## src/bmhq_pkg.sv

```systemverilog
// ----------------------------------------------------------------------------
// bmhq_pkg: shared definitions for the binary max-heap queue
// Sizes, status and action codes, and the memory request/response structs.
// ----------------------------------------------------------------------------
package bmhq_pkg;

	localparam int CAPACITY = 64;
	localparam int DATA_W   = 32;
	localparam int ADDR_W   = $clog2(CAPACITY);
	localparam int CNT_W    = $clog2(CAPACITY + 1);
	// Child indexes 2*pos+1 and 2*pos+2 need two more bits than an address.
	localparam int CHILD_W  = ADDR_W + 2;
	localparam int COUNT_W  = 7;
	localparam int STATUS_W = 2;

	localparam logic ACT_INSERT = 1'b0;
	localparam logic ACT_REMOVE = 1'b1;

	localparam logic [STATUS_W-1:0] STATUS_DONE  = 2'd0;
	localparam logic [STATUS_W-1:0] STATUS_FULL  = 2'd1;
	localparam logic [STATUS_W-1:0] STATUS_EMPTY = 2'd2;

	typedef struct packed {
		logic              we;
		logic [ADDR_W-1:0] waddr;
		logic [DATA_W-1:0] wdata;
		logic [ADDR_W-1:0] raddr_a;
		logic [ADDR_W-1:0] raddr_b;
	} mem_req_t;

	typedef struct packed {
		logic [DATA_W-1:0] rdata_a;
		logic [DATA_W-1:0] rdata_b;
	} mem_rsp_t;

endpackage

```

## src/binary_max_heap_queue_unit.sv

```systemverilog
// ----------------------------------------------------------------------------
// binary_max_heap_queue_unit: max-priority queue on a binary heap
// Sequencer plus entry memory; one command in flight at a time.
// ----------------------------------------------------------------------------
// A command is taken when start is high and busy is low: action 0 inserts the
// signed value, action 1 removes the largest entry. Each transaction ends with
// exactly one result, shown for a single cycle with done high; the receiver
// cannot stall it, so it must capture the result in that cycle. Refused
// commands (insert into a full heap, remove from an empty one) answer in the
// cycle after they are taken with status 1 or 2 and leave the heap untouched.
// An insert sifts up one level at a time, each level passing through a read
// state and a compare-and-write state, and ends when the value reaches the
// root or a parent stops it. A remove first reads the root and the last entry,
// then sifts down the same way and ends when the moved entry runs out of
// children or a child stops it. The entry memory sets this pace: each heap
// level needs its own read state because the memory returns registered read
// data, so the compare waits for the data read in the state before it.
// busy drops in the done cycle, so the next command may be taken there.
module binary_max_heap_queue_unit (
	input  logic                               clk,
	input  logic                               arst_n,
	input  logic                               start,
	input  logic                               action,
	input  logic signed [bmhq_pkg::DATA_W-1:0] value,
	output logic                               busy,
	output logic                               done,
	output logic signed [bmhq_pkg::DATA_W-1:0] removed_value,
	output logic [bmhq_pkg::STATUS_W-1:0]      status,
	output logic [bmhq_pkg::COUNT_W-1:0]       entry_count
);

	// Requests from the sequencer and registered read data back from memory.
	// Reads and writes never target the same cycle in the sequencer, so the
	// state order alone keeps a read from seeing a stale entry.
	bmhq_pkg::mem_req_t mem_req;
	bmhq_pkg::mem_rsp_t mem_rsp;

	bmhq_ctrl u_ctrl (
		.clk           (clk),
		.arst_n        (arst_n),
		.start         (start),
		.action        (action),
		.value         (value),
		.busy          (busy),
		.done          (done),
		.removed_value (removed_value),
		.status        (status),
		.entry_count   (entry_count),
		.mem_req       (mem_req),
		.mem_rsp       (mem_rsp)
	);

	bmhq_mem u_mem (
		.clk (clk),
		.req (mem_req),
		.rsp (mem_rsp)
	);

`ifndef SYNTHESIS
	// The result cycle always finds the sequencer idle again.
	a_done_not_busy: assert property (@(posedge clk) disable iff (!arst_n)
		done |-> !busy)
		else $error("done asserted while busy");

	// A taken command is either still working or answering in the next cycle.
	a_accept_progress: assert property (@(posedge clk) disable iff (!arst_n)
		(start && !busy) |=> (busy || done))
		else $error("accepted transaction vanished");

	// A refused insert can only come from a full heap.
	a_full_count: assert property (@(posedge clk) disable iff (!arst_n)
		(done && (status == bmhq_pkg::STATUS_FULL)) |->
		(entry_count == bmhq_pkg::COUNT_W'(bmhq_pkg::CAPACITY)))
		else $error("full refusal with wrong count");

	// A refused remove reports an empty heap and a zero value.
	a_empty_result: assert property (@(posedge clk) disable iff (!arst_n)
		(done && (status == bmhq_pkg::STATUS_EMPTY)) |->
		((entry_count == '0) && (removed_value == '0)))
		else $error("empty refusal with wrong result");
`endif

endmodule

```

## src/bmhq_mem.sv

```systemverilog
// ----------------------------------------------------------------------------
// bmhq_mem: heap entry storage
// One write port and two registered read ports; reads return old data.
// ----------------------------------------------------------------------------
module bmhq_mem (
	input  logic               clk,
	input  bmhq_pkg::mem_req_t req,
	output bmhq_pkg::mem_rsp_t rsp
);

	logic [bmhq_pkg::DATA_W-1:0] mem_q [bmhq_pkg::CAPACITY];
	logic [bmhq_pkg::DATA_W-1:0] rdata_a_q;
	logic [bmhq_pkg::DATA_W-1:0] rdata_b_q;

	always_ff @(posedge clk) begin
		if (req.we) begin
			mem_q[req.waddr] <= req.wdata;
		end
		rdata_a_q <= mem_q[req.raddr_a];
		rdata_b_q <= mem_q[req.raddr_b];
	end

	assign rsp.rdata_a = rdata_a_q;
	assign rsp.rdata_b = rdata_b_q;

endmodule

```

## src/bmhq_ctrl.sv

```systemverilog
// ----------------------------------------------------------------------------
// bmhq_ctrl: heap sequencer
// Runs sift-up for inserts and sift-down for removes against the entry
// memory, keeps the fill count and registers the result of each transaction.
// ----------------------------------------------------------------------------
module bmhq_ctrl (
	input  logic                                clk,
	input  logic                                arst_n,
	input  logic                                start,
	input  logic                                action,
	input  logic signed [bmhq_pkg::DATA_W-1:0]  value,
	output logic                                busy,
	output logic                                done,
	output logic signed [bmhq_pkg::DATA_W-1:0]  removed_value,
	output logic [bmhq_pkg::STATUS_W-1:0]       status,
	output logic [bmhq_pkg::COUNT_W-1:0]        entry_count,
	output bmhq_pkg::mem_req_t                  mem_req,
	input  bmhq_pkg::mem_rsp_t                  mem_rsp
);

	localparam logic [2:0] ST_IDLE = 3'd0;
	localparam logic [2:0] ST_URD  = 3'd1;
	localparam logic [2:0] ST_UCMP = 3'd2;
	localparam logic [2:0] ST_ROOT = 3'd3;
	localparam logic [2:0] ST_LOAD = 3'd4;
	localparam logic [2:0] ST_DRD  = 3'd5;
	localparam logic [2:0] ST_DCMP = 3'd6;

	logic [2:0]                    state_q, state_d;
	logic [bmhq_pkg::CNT_W-1:0]    count_q;
	logic                          done_q;
	logic [bmhq_pkg::ADDR_W-1:0]   pos_q;
	logic [bmhq_pkg::ADDR_W-1:0]   up_q;
	logic [bmhq_pkg::DATA_W-1:0]   hold_q;
	logic [bmhq_pkg::DATA_W-1:0]   top_q;
	logic [bmhq_pkg::DATA_W-1:0]   removed_q;
	logic [bmhq_pkg::STATUS_W-1:0] status_q;

	logic                          accept;
	logic                          is_full;
	logic                          is_empty;
	logic                          refuse;
	logic                          finish;
	logic [bmhq_pkg::ADDR_W-1:0]   parent;
	logic [bmhq_pkg::CHILD_W-1:0]  left_c;
	logic [bmhq_pkg::CHILD_W-1:0]  right_c;
	logic [bmhq_pkg::CHILD_W-1:0]  n_c;
	logic                          left_ok;
	logic                          right_ok;
	logic                          pick_left;
	logic [bmhq_pkg::DATA_W-1:0]   pick_val;
	logic [bmhq_pkg::ADDR_W-1:0]   pick_idx;
	logic                          up_move;
	logic                          down_move;

	assign busy     = (state_q != ST_IDLE);
	assign accept   = start && !busy;
	assign is_full  = (count_q >= bmhq_pkg::CNT_W'(bmhq_pkg::CAPACITY));
	assign is_empty = (count_q == '0);
	assign refuse   = accept && (((action == bmhq_pkg::ACT_INSERT) && is_full) ||
	                             ((action == bmhq_pkg::ACT_REMOVE) && is_empty));

	assign parent   = (pos_q - bmhq_pkg::ADDR_W'(1)) >> 1;
	assign left_c   = bmhq_pkg::CHILD_W'({pos_q, 1'b1});
	assign right_c  = left_c + bmhq_pkg::CHILD_W'(1);
	assign n_c      = bmhq_pkg::CHILD_W'(count_q);
	assign left_ok  = (left_c < n_c);
	assign right_ok = (right_c < n_c);

	// The left child wins when strictly greater than the right one, or when there is no right child.
	assign pick_left = !right_ok ||
	                   ($signed(mem_rsp.rdata_a) > $signed(mem_rsp.rdata_b));
	assign pick_val  = pick_left ? mem_rsp.rdata_a : mem_rsp.rdata_b;
	assign pick_idx  = pick_left ? left_c[bmhq_pkg::ADDR_W-1:0]
	                             : right_c[bmhq_pkg::ADDR_W-1:0];

	assign up_move   = ($signed(hold_q) > $signed(mem_rsp.rdata_a));
	assign down_move = ($signed(hold_q) < $signed(pick_val));

	always_comb begin
		mem_req         = '0;
		mem_req.waddr   = pos_q;
		mem_req.wdata   = hold_q;
		finish          = 1'b0;
		state_d         = state_q;
		case (state_q)
			ST_IDLE: begin
				if (accept && !refuse) begin
					state_d = (action == bmhq_pkg::ACT_INSERT) ? ST_URD : ST_ROOT;
				end
			end
			ST_URD: begin
				if (pos_q == '0) begin
					mem_req.we = 1'b1;
					finish     = 1'b1;
				end else begin
					mem_req.raddr_a = parent;
					state_d         = ST_UCMP;
				end
			end
			ST_UCMP: begin
				mem_req.we = 1'b1;
				if (up_move) begin
					mem_req.wdata = mem_rsp.rdata_a;
					state_d       = ST_URD;
				end else begin
					finish = 1'b1;
				end
			end
			ST_ROOT: begin
				// The count has already dropped, so it indexes the last entry.
				mem_req.raddr_a = '0;
				mem_req.raddr_b = count_q[bmhq_pkg::ADDR_W-1:0];
				state_d         = ST_LOAD;
			end
			ST_LOAD: begin
				state_d = ST_DRD;
			end
			ST_DRD: begin
				if (!left_ok) begin
					mem_req.we = 1'b1;
					finish     = 1'b1;
				end else begin
					mem_req.raddr_a = left_c[bmhq_pkg::ADDR_W-1:0];
					mem_req.raddr_b = right_c[bmhq_pkg::ADDR_W-1:0];
					state_d         = ST_DCMP;
				end
			end
			ST_DCMP: begin
				mem_req.we = 1'b1;
				if (down_move) begin
					mem_req.wdata = pick_val;
					state_d       = ST_DRD;
				end else begin
					finish = 1'b1;
				end
			end
			default: begin
				state_d = ST_IDLE;
			end
		endcase
		if (finish) begin
			state_d = ST_IDLE;
		end
	end

	always_ff @(posedge clk or negedge arst_n) begin
		if (!arst_n) begin
			state_q <= ST_IDLE;
			count_q <= '0;
			done_q  <= 1'b0;
		end else begin
			state_q <= state_d;
			done_q  <= finish || refuse;
			if (accept && !refuse) begin
				if (action == bmhq_pkg::ACT_INSERT) begin
					count_q <= count_q + bmhq_pkg::CNT_W'(1);
				end else begin
					count_q <= count_q - bmhq_pkg::CNT_W'(1);
				end
			end
		end
	end

	always_ff @(posedge clk) begin
		if (accept) begin
			hold_q    <= value;
			pos_q     <= count_q[bmhq_pkg::ADDR_W-1:0];
			removed_q <= '0;
			if (action == bmhq_pkg::ACT_INSERT) begin
				status_q <= is_full ? bmhq_pkg::STATUS_FULL : bmhq_pkg::STATUS_DONE;
			end else begin
				status_q <= is_empty ? bmhq_pkg::STATUS_EMPTY : bmhq_pkg::STATUS_DONE;
			end
		end
		case (state_q)
			ST_URD: begin
				up_q <= parent;
			end
			ST_UCMP: begin
				if (up_move) begin
					pos_q <= up_q;
				end
			end
			ST_LOAD: begin
				top_q  <= mem_rsp.rdata_a;
				hold_q <= mem_rsp.rdata_b;
				pos_q  <= '0;
			end
			ST_DRD: begin
				if (!left_ok) begin
					removed_q <= top_q;
				end
			end
			ST_DCMP: begin
				if (down_move) begin
					pos_q <= pick_idx;
				end else begin
					removed_q <= top_q;
				end
			end
			default: begin
			end
		endcase
	end

	assign done          = done_q;
	assign removed_value = removed_q;
	assign status        = status_q;
	assign entry_count   = bmhq_pkg::COUNT_W'(count_q);

endmodule
```

## config.mk

```make
export PLATFORM = sky130hd
export DESIGN_NAME = binary_max_heap_queue_unit
export DESIGN_NICKNAME = d
export VERILOG_FILES = /design/src/bmhq_pkg.sv /design/src/binary_max_heap_queue_unit.sv /design/src/bmhq_mem.sv /design/src/bmhq_ctrl.sv
export SDC_FILE = /design/constraint.sdc
export NUM_CORES = 2
export LEC_CHECK = 0
export BUFFER_PORTS_ARGS = -buffer_cell sky130_fd_sc_hd__clkbuf_2
export CORE_MARGIN = 4
export CORE_UTILIZATION = 50
export CTS_CLUSTER_DIAMETER = 80
export DETAILED_ROUTE_END_ITERATION = 7
export PLACE_DENSITY = 0.75
export SYNTH_ARGS = -nofsm -noshare
export SYNTH_HDL_FRONTEND = slang
export SYNTH_HIERARCHICAL = 1
export SYNTH_SLANG_ARGS = --single-unit
export TNS_END_PERCENT = 50
```

## constraint.sdc

```tcl
create_clock -name clk -period 10.73 [get_ports clk]
set_input_delay 1.073 -clock clk [delete_from_list [all_inputs] [get_ports clk]]
set_output_delay 1.073 -clock clk [all_outputs]
set_load 0.05 [all_outputs]
```

=== Yosys cells after proc, flatten, opt, wreduce, memory -nomap -nowiden ===
Memory sizes are Yosys's and may differ from the RTL's. A register that Yosys moved wholly into a read port is not among the register bits.
Cells that the tools add are included.
Widths: inputs -> output; s select.

* Output and inout port bits: 43
* Bits of input ports: 36
* Memory bits (writable): 2048
* Flip-flop bits (word level): 120
* Logic and storage cells: 89
* Memories: 1

{| class="wikitable"
|+ Memories
! memory !! words !! bits a word !! read ports !! clocked after memory_dff !! wr ports !! line !! RTL
|-
| u_mem.mem_q || 64 || 32 || 2 || 2 || 1 || bmhq_mem.sv:11 || <nowiki>logic [bmhq_pkg::DATA_W-1:0] mem_q [bmhq_pkg::CAPACITY];</nowiki>
|}

* Muxes and demuxes: 39
* Equality and inequality tests: 11
* Bitwise operators: 1
* Magnitude comparators: 6
* Reductions and logical operators: 18
* $add $sub $neg: 4

{| class="wikitable"
|+ Operator list
! cell !! count
|-
| $mux 32 || 8
|-
| $pmux 32 s2 || 2
|-
| $gt 32x32->1 || 2
|-
| $lt 32x32->1 || 1
|-
| $mux 6 || 4
|-
| $pmux 6 s2 || 2
|-
| $pmux 3 s7 || 1
|-
| $mux 3 || 6
|-
| $pmux 6 s3 || 1
|-
| $mux 12 || 1
|-
| $ne 3x1->1 const B || 4
|-
| $eq 3x3->1 const B || 3
|-
| $add 7x1->8 const B || 1
|-
| $lt 8x7->1 || 1
|-
| $add 7x1->7 const B || 1
|-
| $ge 7x7->1 const B || 1
|-
| $logic_not 7->1 || 1
|-
| $lt 7x7->1 || 1
|-
| $mux 1 || 7
|-
| $mux 7 || 1
|-
| $sub 7x1->7 const B || 1
|-
| $eq 3x2->1 const B || 2
|-
| $logic_not 6->1 || 1
|-
| $mux 2 || 3
|-
| other kinds (15) || 23
|}

=== Depth between registers and ports, before layout ===
* Word-level depth: 10
* Gate-level depth with buffers: 24
* Mapped depth without buffers: 20

=== By module ===
The synthesis kept the hierarchy.

{| class="wikitable"
|+ Modules (own cells, without submodules)
! module !! cells an instance !! instances !! area an instance (µm²)
|-
| bmhq_mem || 4412 || 1 || 95660.5
|-
| bmhq_ctrl || 1055 || 1 || 9506.6
|}

=== Worst setup path before layout ===
No wires, ideal clock.

* Kind: reg2reg
* Start: reg u_ctrl.count_q (netlist bit u_ctrl/entry_count[1])
* End: mem u_mem/mem_q[0][31] (netlist bit), data pin
* Data required time: 10019 ps
* Arrival: 6982 ps
* Stages on the path, launching flop included: 21
* Library setup time: 711 ps
* Clock period less this slack: 7693 ps
* Slack: 3037 ps
* Path through: dfrtp_1 inv_1 ha_1 nor2b_1 o21a_1 o211ai_1 a21oi_1 nor2_1 o21ai_1 buf_2 buf_2 a21oi_1 ha_1 a21oi_1 o21ai_0 a221oi_1 nand4bb_1 or3_1 o21ai_0 nor3_1 nor3b_1

{| class="wikitable"
|+ RTL lines
! element !! line !! RTL
|-
| start, declared || bmhq_ctrl.sv:30 || <nowiki>logic [bmhq_pkg::CNT_W-1:0] count_q;</nowiki>
|-
| start signal, assigned || bmhq_ctrl.sv:157 || <nowiki>count_q <= count_q + bmhq_pkg::CNT_W'(1);</nowiki>
|-
| start signal, assigned || bmhq_ctrl.sv:159 || <nowiki>count_q <= count_q - bmhq_pkg::CNT_W'(1);</nowiki>
|-
| end, declared || bmhq_mem.sv:11 ||
|}

==> results by group <==
GRT
  • GRT Resource Usage Total: 30.1%
  • Largest net degree at the start of global routing: 116
  • Initial antenna violation count: 22
  • Vias in the first global route: 61000
  • GRT Residual Overflow: 0
  • First-pass GRT wire length: 462000 um

Timing
  • RSZ-0062 raised after global routing: no
  • Fin. Hold Viols: 0
  • Max Transition Viols Final: 0
  • Clk_skew: 47.6 ps
  • Worst Tran Pin Value: 1410 ps
  • Slew HR: 6.04%
  • Tmin final: 8050 ps
  • Crit share post-route: 75.0%
  • Max Clock Freq: 124 MHz
  • Final setup violating endpoints: 0
  • Hold WS: 46.5 ps
  • Setup TNS Final: 0 ps

Clock network
  • Clock Pin Slew Worst Setup and Hold Paths: 60 ps
  • Clk Latency, worst-skew pair: 900 ps
  • CTS root buf: clkbuf_16
  • CTS buffer count: 215
  • CTS resizes: 0
  • H-tree levels: 4
  • CTS sink cnt: 2232
  • Longest Clk Path Bufs: 3
  • Hold_buf cts: 0
  • CTS tree: yes
  • Post-CTS repair timing setup buffer count: 0

Synth
  • Synth async-reset ratio: 0.493%
  • Cell variety after synth: 79
  • Mapped cell area: 0.105 sq mm
  • EDFF count, synth: 2119
  • Count of yosys warnings during synthesis: 6
  • Ys flop type: edfxtp_1
  • Cells after Synth: 5467
  • Mapped Nets: 5618
  • Seq cells post-synth: 2232
  • Seq/Total Area, Yosys: 62.7%
  • Mean Syn Cell Area: 19.2 sq um

Floorplanning
  • Initial Utilization: 50.2%
  • Die width: 467 um
  • Core Footprint: 0.209 sq mm
  • Die Area: 0.218 sq mm
  • Row count: 168
  • Die Span Y: 467 um
  • Io pins: 79

Layout
  • Area growth syn-to-layout: 11.0%
  • Post-route insts no fill: 8556
  • Share of cells above drive strength 1: 33.3%
  • Nets: 5711

Route
  • DRT antenna net count: 0
  • Met2 WL: 147000 um
  • Total Routed Length: 328000 um
  • Routed len/inst: 38.3 um
  • WL met3: 52800 um
  • Routed vias: 61500
  • Detailed-route DRC error count: 0
  • Max layer used: met5
  • 1st-iter DRT viols: 9559
  • Drt pass-1 iters: 6
  • Vias/cell: 7.18
  • Met1 wire length: 110000 um

Worst setup path
  • Crit end category: flip-flop
  • Launching point of the worst reg2reg path: u_ctrl/pos_q[2]
  • CP max FO: 64
  • Reg2Reg Setup Slack: 2680 ps
  • Required @ worst endpoint: 11260 ps
  • Startpoint Class: flip-flop
  • R2R depth: 21
  • CP arrival: 8580 ps
  • Worst R2R End: u_mem/mem_q[23][14]
  • Critical path class: reg2reg

Power and ir drop
  • Peak VDD IR: 0.360 mV
  • Total power: 35500 uW
  • Pwr/cell area: 304 mW/mm^2
  • Leakage: 0.0354 uW

Place
  • Hpwl dp: 187000 um
  • GP Congestion: 0.956
  • Port bufs: 78
  • Dpl cells: 8148

Hold path
  • Worst hold path type: in2async

Status
  • Status: finished clean

Flow run
  • MaxCap Viol Count: 0
[cell usage after synthesis (all sizes together), types with 19 or more instances]
library cell / n / area share, %
a211oi: 20 / 0.14
a21oi: 143 / 0.68
a22oi: 85 / 0.61
and2: 19 / 0.11
buf: 230 / 1.3
clkbuf: 163 / 0.58
dfxtp: 102 / 1.9
edfxtp: 2119 / 61
ha: 114 / 1.4
inv: 141 / 0.50
mux2: 70 / 0.75
mux2i: 248 / 2.4
mux4: 1124 / 24
nand2: 212 / 0.76
nand3: 29 / 0.14
nand4: 20 / 0.12
nor2: 161 / 0.57
nor2b: 26 / 0.15
nor3: 21 / 0.10
o211ai: 35 / 0.25
o21ai: 93 / 0.45
o221ai: 44 / 0.49
o22ai: 67 / 0.40
[layer usage]
layer | up-vias | global-route usage [%]
li1 | 23500 | -
met1 | 31800 | 39.9
met2 | 5234 | 44.3
met3 | 910 | 11.3
met4 | 16 | 14.3
met5 | - | 0
[cells by family after synthesis]
family | Yosys count | synth area share (%)
xor+xnor | 21 | 0.175
fa+ha+maj | 115 | 1.38
mux | 1442 | 27.2
buf+inv | 534 | 2.38
compound gates | 589 | 3.89
flops | 2232 | 62.7
simple gates | 534 | 2.28
[critical path, stage by stage (launching register included)]
cell	delay (ps)
dfxtp_1	860
nand3_1	310
nor2_1	200
xor2_1	150
ha_1	260
a211o_1	330
nor2_1	540
o21ai_4	380
buf_4	380
a21oi_1	340
ha_1	320
a21oi_1	150
nand2_1	60
a221oi_1	580
nand4bb_1	310
a21oi_1	230
xnor2_1	170
and2_1	230
a21o_2	690
buf_4	530
o221ai_4	200
buf_4	340
[per-stage QoR]
stage / setup slack (ps) / cell area (sq um) / util, %
CTS: 2810 / 117000 / 55.7
floorplan: 3040 / 105000 / -
global placement: 2960 / 110000 / 52.4
global route: 2240 / 117000 / 55.8
detailed placement: 2840 / 110000 / 52.4
finish: 2680 / 117000 / 55.8
[cell type report]
| cell class | count | area [sq um] |
|---|---|---|
| antenna | 12 | 30.0 |
| clock buffer | 263 | 5630 |
| clock inverter | 133 | 1370 |
| fill | 15400 | 92600 |
| inverter | 141 | 529 |
| multi-input combinational | 2701 | 37700 |
| sequential | 2232 | 65900 |
| tap | 2805 | 3510 |
| timing repair buffer | 269 | 2020 |
[how the worst max path moves through the flow]
| stage | startpoint | end | depth (start not counted) |
|---|---|---|---|
| 2_1_floorplan | u_ctrl/entry_count[1] | u_mem/mem_q[0][31] | 20 |
| 3_3_place_gp | u_ctrl/pos_q[2] | u_mem/mem_q[18][14] | 21 |
| 3_5_place_dp | u_ctrl/pos_q[2] | u_mem/mem_q[26][14] | 21 |
| 4_1_cts | u_ctrl/pos_q[2] | u_mem/mem_q[3][8] | 21 |
| 5_1_grt | u_ctrl/pos_q[2] | u_mem/mem_q[17][3] | 21 |
| 6_report | u_ctrl/pos_q[2] | u_mem/mem_q[23][14] | 21 |
[registers in the layout (all words and copies together) (netlist names), 5 cells and up]
name / count
u_mem/mem_q: 2048
u_ctrl/hold_q: 32
u_ctrl/removed_value: 32
u_ctrl/top_q: 32
u_mem/rdata_a_q: 32
u_mem/rdata_b_q: 32
u_ctrl/entry_count: 7
u_ctrl/pos_q: 6
u_ctrl/up_q: 5
[power by group]
group,internal [uW],total (uW),leakage [uW],switching (uW)
combinational,5170,14900,0.0120,9760
clock,4270,7600,0.00338,3330
sequential,12600,13000,0.0201,396
total,22000,35500,0.0354,13500
[layout by cell type (no fill, tap or decap), types with 15 or more instances in the layout]
cell	synthesis	layout
and2_1	19	17
edfxtp_1	2119	2119
bufinv_16	0	22
nor2b_1	26	20
clkinv_2	0	33
mux4_2	1124	1124
clkinvlp_4	0	16
a211oi_1	20	20
o221ai_1	24	17
xnor2_1	15	15
nor2_1	161	97
nand4_1	19	19
o21ai_1	33	32
o221ai_4	0	27
buf_4	59	175
mux2_2	70	70
a22oi_1	85	85
clkbuf_1	163	43
inv_1	140	140
o21ai_0	58	53
dfxtp_1	102	102
o211ai_1	35	35
clkbuf_16	0	217
clkbuf_2	0	78
clkinv_1	0	43
buf_12	0	16
mux2i_1	247	247
o22ai_1	67	67
nor3_1	21	17
nor2_4	0	63
nand2_1	212	211
ha_1	114	114
a21oi_1	142	142
nand3_1	29	29
(Power assumes the default switching activity.)
